File: config.mk
export PLATFORM = sky130hd
export DESIGN_NAME = led_pattern_sequencer_top
export DESIGN_NICKNAME = d
export VERILOG_FILES = /design/src/rtl/core/led_seq_pkg.sv /design/src/rtl/core/led_seq_core.sv /design/src/rtl/core/led_pattern_sequencer_top.sv
export SDC_FILE = /design/constraint.sdc
export NUM_CORES = 1
export LEC_CHECK = 0
export BUFFER_PORTS_ARGS = -buffer_cell sky130_fd_sc_hd__buf_2
export CAP_MARGIN = 25
export CORE_AREA = 5 5 113 158
export CTS_CLUSTER_SIZE = 16
export DETAILED_ROUTE_END_ITERATION = 8
export DIE_AREA = 0 0 118 163
export GPL_ROUTABILITY_DRIVEN = 0
export PLACE_DENSITY = 0.82
export REMOVE_ABC_BUFFERS = 1
export SLEW_MARGIN = 30
export SYNTH_ARGS = -nofsm -noshare
export SYNTH_HDL_FRONTEND = slang
export SYNTH_HIERARCHICAL = 1
export SYNTH_SLANG_ARGS = --single-unit
File: constraint.sdc
create_clock -name clock -period 14.8 [get_ports clock]
set_clock_uncertainty 0.2 [all_clocks]
set_input_delay 0.74 -clock clock [delete_from_list [all_inputs] [get_ports clock]]
set_output_delay 0.74 -clock clock [all_outputs]
set_load 0.02 [all_outputs]
File: src/rtl/core/led_seq_pkg.sv
// Shared types, mode codes and pattern tables of the LED pattern sequencer.
// Used by led_seq_core and led_pattern_sequencer_top; depends on nothing.
package led_seq_pkg;

   // Mode codes as carried on the active_mode field
   localparam logic [2:0] MODE_IDLE      = 3'd0;
   localparam logic [2:0] MODE_ALT       = 3'd1;
   localparam logic [2:0] MODE_FILL_LOW  = 3'd2;
   localparam logic [2:0] MODE_FILL_HIGH = 3'd3;
   localparam logic [2:0] MODE_BOUNCE    = 3'd4;

   localparam logic [15:0] TICK_PERIOD_RESET = 16'd30;
   localparam logic [7:0]  PORT_ALL_OFF      = 8'hff;
   localparam logic [7:0]  PORT_ALT_EVEN     = 8'h55;
   localparam logic [7:0]  PORT_ALT_ODD      = 8'haa;

   // Last step index of each table mode
   localparam logic [3:0] FILL_LAST_STEP   = 4'd8;
   localparam logic [3:0] BOUNCE_LAST_STEP = 4'd14;

   // Result of one request as seen on the response channel
   typedef struct packed {
      logic [2:0] active_mode;
      logic [7:0] led_port;
   } result_type;

   // Outcome of one tick on a mode's counter
   typedef struct packed {
      logic        elapsed;
      logic [15:0] count;
   } tick_type;

   // Advance a tick counter; a period has elapsed when it reaches the period
   function automatic tick_type tick_advance(input logic [15:0] count,
                                             input logic [15:0] period);
      tick_type   res;
      logic [15:0] nxt;
      nxt = count + 16'd1;
      if (nxt >= period) begin
         res.elapsed = 1'b1;
         res.count   = '0;
      end else begin
         res.elapsed = 1'b0;
         res.count   = nxt;
      end
      return res;
   endfunction

   // Step to the next table entry, wrapping after the last one
   function automatic logic [3:0] step_advance(input logic [3:0] step,
                                               input logic [3:0] last);
      return (step >= last) ? 4'd0 : step + 4'd1;
   endfunction

   // Fill from bit 0 upward
   function automatic logic [7:0] fill_low_entry(input logic [3:0] step);
      logic [7:0] val;
      unique case (step)
         4'd1:    val = 8'hfe;
         4'd2:    val = 8'hfc;
         4'd3:    val = 8'hf8;
         4'd4:    val = 8'hf0;
         4'd5:    val = 8'he0;
         4'd6:    val = 8'hc0;
         4'd7:    val = 8'h80;
         4'd8:    val = 8'h00;
         default: val = 8'hff;
      endcase
      return val;
   endfunction

   // Fill from bit 7 downward
   function automatic logic [7:0] fill_high_entry(input logic [3:0] step);
      logic [7:0] val;
      unique case (step)
         4'd1:    val = 8'h7f;
         4'd2:    val = 8'h3f;
         4'd3:    val = 8'h1f;
         4'd4:    val = 8'h0f;
         4'd5:    val = 8'h07;
         4'd6:    val = 8'h03;
         4'd7:    val = 8'h01;
         4'd8:    val = 8'h00;
         default: val = 8'hff;
      endcase
      return val;
   endfunction

   // Single lit LED running up and back down
   function automatic logic [7:0] bounce_entry(input logic [3:0] step);
      logic [7:0] val;
      unique case (step)
         4'd0:    val = 8'hfe;
         4'd1:    val = 8'hfd;
         4'd2:    val = 8'hfb;
         4'd3:    val = 8'hf7;
         4'd4:    val = 8'hef;
         4'd5:    val = 8'hdf;
         4'd6:    val = 8'hbf;
         4'd7:    val = 8'h7f;
         4'd8:    val = 8'hbf;
         4'd9:    val = 8'hdf;
         4'd10:   val = 8'hef;
         4'd11:   val = 8'hf7;
         4'd12:   val = 8'hfb;
         4'd13:   val = 8'hfd;
         4'd14:   val = 8'hfe;
         default: val = 8'hff;
      endcase
      return val;
   endfunction

endpackage

File: src/rtl/core/led_seq_core.sv
// Mode, counter and port state of the LED pattern sequencer with its update logic.
// Depends on led_seq_pkg.
module led_seq_core (
   input  logic                    clock,
   input  logic                    reset,
   input  logic                    step_en,      // commit one request
   input  logic                    key_pressed,
   input  logic [15:0]             tick_period,
   output led_seq_pkg::result_type result_next   // state after this request
);

   logic [2:0]  mode_ff,            mode_in;
   logic [7:0]  port_ff,            port_in;
   logic [15:0] alt_count_ff,       alt_count_in;
   logic        alt_phase_ff,       alt_phase_in;
   logic [15:0] low_count_ff,       low_count_in;
   logic [3:0]  low_step_ff,        low_step_in;
   logic [15:0] high_count_ff,      high_count_in;
   logic [3:0]  high_step_ff,       high_step_in;
   logic [15:0] bounce_count_ff,    bounce_count_in;
   logic [3:0]  bounce_step_ff,     bounce_step_in;

   led_seq_pkg::tick_type tick;

   // Next state for one request
   always_comb begin
      mode_in         = mode_ff;
      port_in         = port_ff;
      alt_count_in    = alt_count_ff;
      alt_phase_in    = alt_phase_ff;
      low_count_in    = low_count_ff;
      low_step_in     = low_step_ff;
      high_count_in   = high_count_ff;
      high_step_in    = high_step_ff;
      bounce_count_in = bounce_count_ff;
      bounce_step_in  = bounce_step_ff;
      tick            = '0;

      // advance the mode; on the wrap blank the port first
      if (key_pressed) begin
         if (mode_ff >= led_seq_pkg::MODE_BOUNCE) begin
            mode_in = led_seq_pkg::MODE_ALT;
            port_in = led_seq_pkg::PORT_ALL_OFF;
         end else begin
            mode_in = mode_ff + 3'd1;
         end
      end

      // run only the active mode's counter
      unique case (mode_in)
         led_seq_pkg::MODE_ALT: begin
            tick         = led_seq_pkg::tick_advance(alt_count_ff, tick_period);
            alt_count_in = tick.count;
            alt_phase_in = alt_phase_ff ^ tick.elapsed;
            port_in      = alt_phase_in ? led_seq_pkg::PORT_ALT_ODD
                                        : led_seq_pkg::PORT_ALT_EVEN;
         end
         led_seq_pkg::MODE_FILL_LOW: begin
            tick         = led_seq_pkg::tick_advance(low_count_ff, tick_period);
            low_count_in = tick.count;
            if (tick.elapsed) begin
               low_step_in = led_seq_pkg::step_advance(low_step_ff,
                                                       led_seq_pkg::FILL_LAST_STEP);
            end
            if (low_step_in != 4'd0) begin
               port_in = led_seq_pkg::fill_low_entry(low_step_in);
            end
         end
         led_seq_pkg::MODE_FILL_HIGH: begin
            tick          = led_seq_pkg::tick_advance(high_count_ff, tick_period);
            high_count_in = tick.count;
            if (tick.elapsed) begin
               high_step_in = led_seq_pkg::step_advance(high_step_ff,
                                                        led_seq_pkg::FILL_LAST_STEP);
            end
            if (high_step_in != 4'd0) begin
               port_in = led_seq_pkg::fill_high_entry(high_step_in);
            end
         end
         led_seq_pkg::MODE_BOUNCE: begin
            tick            = led_seq_pkg::tick_advance(bounce_count_ff, tick_period);
            bounce_count_in = tick.count;
            if (tick.elapsed) begin
               bounce_step_in = led_seq_pkg::step_advance(bounce_step_ff,
                                                          led_seq_pkg::BOUNCE_LAST_STEP);
            end
            if (bounce_step_in != 4'd0) begin
               port_in = led_seq_pkg::bounce_entry(bounce_step_in);
            end
         end
         default: begin
            // idle: hold everything
         end
      endcase
   end

   assign result_next.active_mode = mode_in;
   assign result_next.led_port    = port_in;

   // Commit the state on each accepted request
   always_ff @(posedge clock) begin
      if (reset) begin
         mode_ff         <= led_seq_pkg::MODE_IDLE;
         port_ff         <= led_seq_pkg::PORT_ALL_OFF;
         alt_count_ff    <= '0;
         alt_phase_ff    <= 1'b0;
         low_count_ff    <= '0;
         low_step_ff     <= '0;
         high_count_ff   <= '0;
         high_step_ff    <= '0;
         bounce_count_ff <= '0;
         bounce_step_ff  <= '0;
      end else if (step_en) begin
         mode_ff         <= mode_in;
         port_ff         <= port_in;
         alt_count_ff    <= alt_count_in;
         alt_phase_ff    <= alt_phase_in;
         low_count_ff    <= low_count_in;
         low_step_ff     <= low_step_in;
         high_count_ff   <= high_count_in;
         high_step_ff    <= high_step_in;
         bounce_count_ff <= bounce_count_in;
         bounce_step_ff  <= bounce_step_in;
      end
   end

endmodule

File: src/rtl/core/led_pattern_sequencer_top.sv
// Top level of the LED pattern sequencer: request register, result register,
// tick period register. Depends on led_seq_pkg and led_seq_core.
//
// Usage: each request on req_ is one timer tick carrying the key-press flag.
// Every request gives exactly one response on rsp_ with the active-low LED
// port byte and the mode after that tick. tick_period is written on csr_,
// which is always ready; write it only while no request is in flight.
// A request is held in the request register; its state update and response
// are committed together, into the core state and the result register, when
// that register is free or being drained. Throughput: one request per cycle
// while rsp_tready is high, set by the counter and table update in led_seq_core.
// Stalls: when rsp_tready is low the response holds; one further request
// may wait in the request register, after which req_tready drops.
// Reset: synchronous, clears both stages, mode 0 with all LEDs off, all
// counters and steps to 0 and tick_period to 30.
module led_pattern_sequencer_top (
   input  logic        clock,
   input  logic        reset,
   input  logic        req_tvalid,
   output logic        req_tready,
   input  logic [7:0]  req_tdata,    // [0] key_pressed, [7:1] zero
   output logic        rsp_tvalid,
   input  logic        rsp_tready,
   output logic [15:0] rsp_tdata,    // [7:0] led_port, [10:8] active_mode, [15:11] zero
   input  logic        csr_valid,
   output logic        csr_ready,
   input  logic [15:0] csr_data      // tick_period
);

   logic        req_valid_ff;
   logic        req_key_ff;
   logic        rsp_valid_ff;
   logic        advance;
   logic [15:0] tick_period_ff;

   led_seq_pkg::result_type result_next;
   led_seq_pkg::result_type rsp_data_ff;

   // Move forward when the result register is free or being drained
   assign advance    = !rsp_valid_ff || rsp_tready;
   assign req_tready = !req_valid_ff || advance;
   assign csr_ready  = 1'b1;

   // Hold the tick period
   always_ff @(posedge clock) begin
      if (reset) begin
         tick_period_ff <= led_seq_pkg::TICK_PERIOD_RESET;
      end else if (csr_valid) begin
         tick_period_ff <= csr_data;
      end
   end

   // Request register
   always_ff @(posedge clock) begin
      if (reset) begin
         req_valid_ff <= 1'b0;
      end else if (req_tready) begin
         req_valid_ff <= req_tvalid;
      end
   end

   always_ff @(posedge clock) begin
      if (req_tready) begin
         req_key_ff <= req_tdata[0];
      end
   end

   led_seq_core u_core (
      .clock       (clock),
      .reset       (reset),
      .step_en     (req_valid_ff && advance),
      .key_pressed (req_key_ff),
      .tick_period (tick_period_ff),
      .result_next (result_next)
   );

   // Result register
   always_ff @(posedge clock) begin
      if (reset) begin
         rsp_valid_ff <= 1'b0;
      end else if (advance) begin
         rsp_valid_ff <= req_valid_ff;
      end
   end

   always_ff @(posedge clock) begin
      if (advance && req_valid_ff) begin
         rsp_data_ff <= result_next;
      end
   end

   assign rsp_tvalid = rsp_valid_ff;
   assign rsp_tdata  = {5'd0, rsp_data_ff.active_mode, rsp_data_ff.led_port};

endmodule

### Word-level counts from Yosys, hierarchy flattened

Memory sizes are Yosys's and may differ from the RTL's.
Cells that the tools add are included.
Widths: inputs -> output; s select.

* register bits: 118
* latch bits: 0
* RAM bits: 0
* memory bits (read-only): 384
* input port bits: 29
* output and inout port bits: 19
* word-level logic and storage cells: 78
* memories kept: 3

* add/sub/neg operators: 8
* multipliers: 0
* div/mod/pow operators: 0
* order comparisons: 8
* eq/ne operators: 4
* shifts and indexed selects: 0
* mux-type cells: 26
* bitwise operators: 1
* reductions and logical operators: 12

Memories
* (name not given): depth 16, bits a word 8, read ports 1, clocked after Yosys merged registers in 0, wr ports 0, line led_seq_pkg.sv:58 `unique case (step)`
* (name not given): depth 16, bits a word 8, read ports 1, clocked after Yosys merged registers in 0, wr ports 0, line led_seq_pkg.sv:75 `unique case (step)`
* (name not given): depth 16, bits a word 8, read ports 1, clocked after Yosys merged registers in 0, wr ports 0, line led_seq_pkg.sv:92 `unique case (step)`

Operators with widths (number)
* $mux 17: 8
* $add 16x1->16 const B: 4
* $ge 16x16->1: 4
* $mux 8: 6
* $mux 4: 9
* $pmux 8 s4: 1
* $add 4x1->4 const B: 3
* $ge 4x4->1 const B: 3
* $reduce_bool 4->1: 3
* $reduce_and 2->1: 4
* $eq 3x2->1 const B: 2
* $mux 3: 2
* $add 3x1->3 const B: 1
* $eq 3x1->1 const B: 1
* $eq 3x3->1 const B: 1
* $ge 3x3->1 const B: 1
* $logic_not 1->1: 2
* $logic_or 1x1->1: 2
* $logic_and 1x1->1: 1
* $xor 1x1->1: 1

### Depth between registers and ports, before layout

* depth in word-level cells: 10
* mapped depth: 21
* depth with buffers taken out: 20

### Hierarchy

Netlist, hierarchy kept.

Modules (own cells, without submodules)
* led_seq_core: times used 1, cells each 1046, area each 7664.9 um^2, sequential area each 1761.7 um^2
* led_pattern_sequencer_top: times used 1, cells each 81, area each 1081.0 um^2, sequential area each 720.7 um^2

### Worst setup path after synthesis

Ideal clock, no wire load.

* kind: register to register
* from: register u_core.bounce_count_ff[0]
* to: register rsp_data_ff (netlist bit rsp_tdata[2]) (data pin)
* setup time: 0.262 ns
* arrival: 4.406 ns
* data required time: 14.338 ns
* slack: 9.932 ns
* cell stages (with the launch flop): 19
* path buffers: 0
* period minus slack after synthesis: 4.868 ns
* cell sequence: dfxtp_1 > ha_1 > and3_1 > and3_1 > and3_1 > and3_1 > and3_1 > nand3_1 > xnor2_1 > ha_1 > nand2_1 > nor4_1 > inv_1 > o21ai_1 > mux2_2 > a2111oi_0 > a311oi_1 > nor4b_2 > nor2_1

RTL lines
* start: declaration: line led_seq_core.sv:20 `logic [15:0] bounce_count_ff, bounce_count_in;`
* start signal: assignment: line led_seq_core.sv:122 `bounce_count_ff <= bounce_count_in;`
* end signal: assignment: line led_pattern_sequencer_top.sv:88 `rsp_data_ff <= result_next;`
* end: declaration: line led_pattern_sequencer_top.sv:37 `led_seq_pkg::result_type rsp_data_ff;`

==> metrics.cfg <==
[run_status]
result_of_the_run=finished, final reports clean

[run]
max_cap_viol_count=0

[final_layout]
filler_cell_count=1462
area_growth_pct=9.28
instances_no_fill=1351
antenna_cells=0
stdcell_area_um2=9560
post_route_cells_drive_above_1_share_pct=8.89
layout.nets=1242

[yosys]
synth-seq-cells=118
synth_enable_flop_cells=12
synth.largest_area_cell=dfxtp_1
netlist_top_cells_count=nor2_1 (169), dfxtp_1 (106), a21oi_1 (104)
syn_avg_cell_area_um2=7.76
synth_async_sr_flop_share_pct=0
yosys.cell_count.top_type=nor2_1
post_synth_num_cell_types=79
synth_area_um2=8750
synth_top_cells_by_area=dfxtp_1 (24%), ha_1 (11%), nor2_1 (7.3%)
yosys.area.top_type_share_pct=24.3
ys.flop_type=dfxtp_1
synthesis.instances=1127
synth-warning-count=6
yosysSeqAreaShare_pct=28.4

[min_path]
min-delay-path-class=reg -> reg

[clock_tree]
post-cts-setup-buffers=0
clkLatencyLatePin_ns=0.42
clk_transition_reported_paths_ns=0.06
cts_resized=0
tritoncts_num_sinks=118
clock_tree.htree_level_count=4
clockRootBuffer=clkbuf_16
post_cts_hold_fix_bufs=0
tritoncts.num_buffers=17
tritoncts=built
cts-root-to-sink-buffers=2

[worst_setup_path]
slowest_delay_ns=0.70
critical_path.n_buffers_inverters=1
ff_to_ff_setup_slack_ns=8.90
class_of_the_most_critical_setup_path=reg -> reg
timing.critical_path.arrival_ns=5.83
worstPathCellList=and3_1, and3_1, and3_1, nand3_1, nor2_1, xor2_1, ha_1, a21oi_1, o21ai_0, a21oi_1, nand2_1, mux2i_2, inv_1, ha_1, mux2i_1, o221ai_1, nor4_1, a211oi_1
cp_common_cell=and3_1
worstPathRequired_ns=14.73
worst-path-max-fanout=21
critical_path.top_delay_family=simple AND/OR/NAND/NOR gates
crit_path_top_delay_cell=nand2_1
crit_path_start_kind=register
crit_path_end_kind=register

[power_and_ir_drop]
p_leak_nw=4.17
vdd_drop_max_mv=0.0783
power_dens_cells_nw_per_um2=87.4

[floorplanning]
floorplan.initialDensity_pct=53.3
fp-row-count=56
fp.coreArea_um2=16400
dieArea_um2=19200
design.portCount=48
die_width_um=118
die_height_um=163

[placement]
numPortBuffers=34
dp_hpwl_mm=16.0
placed_area_um2=8970
placedCellCount=1319
post-place-ws_ns=9.13

[route]
drt_wl_total_mm=22.5
route.antenna.remaining_nets=0
drc=0
routed_wire_length_per_instance_um=16.7
drt_iter0_drc=614
dr_total_vias=8308
avg_vias_per_cell=6.15
drt-pass1-iter-count=5

[timing]
post-route-worst-setup-slack_ns=8.90
max_slew_violation_count=0
post-route-period-util_pct=39.9
final.min_clock_period_ns=5.90
finalHoldViolations=0
worst-slew-pin-transition_ns=0.875
tightest_slew_margin_relative_to_the_limit_pct=41.5
setup_viol_count_final=0
hold-worst-slack_ns=0.265
rsz_0062_raised_after_global_routing=false
timing.fmax_mhz=169
sum_neg_setup_slack_ns=0

[global_route]
grt_util_all_layers_pct=22.9
number_of_global_route_vias_before_repair=7728
grt_antenna_before_repair=0
globalRouteOverflowTotal=0
grt_max_degree=56
grt_pass1_wl_mm=36.6

==> layout by cell type (no fill, tap or decap), types with 9 or more instances in the layout <==
cell type / netlist / final
nor2_1: 169 / 168
dfxtp_1: 106 / 106
a21oi_1: 104 / 104
nand2_1: 86 / 86
ha_1: 78 / 78
o21ai_0: 69 / 69
nand3_1: 38 / 38
and3_1: 35 / 35
inv_1: 34 / 34
xor2_1: 34 / 34
buf_2: 5 / 33
nor3_1: 28 / 28
xnor2_1: 25 / 25
mux2i_1: 24 / 24
nand2b_1: 23 / 23
nand3b_1: 19 / 19
clkbuf_16: 0 / 19
a211oi_1: 17 / 17
a22oi_1: 15 / 15
nor4_1: 13 / 13
edfxtp_1: 12 / 12
a31oi_1: 10 / 10
nor2b_1: 9 / 9
nand4_1: 9 / 9
a21o_1: 9 / 9
==> final cells by class <==
type                            instances  area, um2  share of cell area, %
Sequential cell                       118       2480                   26.0
Clock inverter                         13        108                   1.13
Timing Repair Buffer                   40        218                   2.28
Multi-Input combinational cell        923       5890                   61.6
Clock buffer                           19        475                   4.97
Tap cell                              203        254                   2.66
Inverter                               35        131                   1.37
==> flip-flops by register name (all words and copies together), names as in the netlist, 3 cells and up <==
name	count
rsp_tdata	11
u_core/high_count_ff	16
u_core/bounce_count_ff	16
u_core/high_step_ff	4
u_core/alt_count_ff	16
u_core/port_ff	8
u_core/mode_ff	3
u_core/low_count_ff	16
u_core/low_step_ff	4
u_core/bounce_step_ff	4
tick_period_ff	16
==> per-layer routing <==
| layer | global-route usage [%] | up-vias | wire [um] |
|---|---|---|---|
| met4 | 13.6 | 0 | 1200 |
| li1 | - | 4070 | - |
| met1 | 25.9 | 3837 | 9070 |
| met2 | 39.7 | 317 | 11100 |
| met3 | 4.66 | 84 | 1160 |
| met5 | 0 | - | 0 |
==> worst paths after layout <==
path / startpoint / end / cells past startpoint
worst max-delay path: u_core/high_count_ff[2] / rsp_tdata[7] / 18
worst min-delay path: req_valid_ff / rsp_tvalid / 2
worst max register to register: u_core/high_count_ff[2] / rsp_tdata[7] / 18
worst min register to register: req_valid_ff / rsp_tvalid / 2
==> worst register-to-register path: stages (launching register included) <==
cell and delay, ns:
dfxtp_1 0.40, and3_1 0.26, and3_1 0.25, and3_1 0.29
nand3_1 0.23, nor2_1 0.18, xor2_1 0.22, ha_1 0.30
a21oi_1 0.16, o21ai_0 0.12, a21oi_1 0.55, nand2_1 0.70
mux2i_2 0.57, inv_1 0.09, ha_1 0.30, mux2i_1 0.13
o221ai_1 0.14, nor4_1 0.40, a211oi_1 0.10
==> power by group <==
group	leakage (nW)	internal, W	switching [W]
combinational	2.91	0.0000319	0.0000609
clock	0.282	0.000238	0.000166
sequential	0.972	0.000333	0.00000598
total	4.17	0.000603	0.000233
==> cells by family after synthesis <==
family / Yosys count / share of synthesized area [%]
flip-flops: 118 / 28.4
buffers and inverters: 90 / 4.48
multiplexers: 31 / 3.81
AND/OR/NAND/NOR: 461 / 25.5
AO/OA/AOI/OAI: 288 / 20.6
adder cells (fa/ha/maj): 78 / 11.2
other: 2 / 0.0859
XOR/XNOR: 59 / 5.91
==> metrics by stage <==
stage,utilization (%),total power [W]
floorplan,-,0.000404
global placement,54.7,0.000433
detailed placement,54.7,0.000436
CTS,58.3,0.000841
global route,58.3,0.000866
finish,58.3,0.000836
Power figures use the tool's default switching activity.
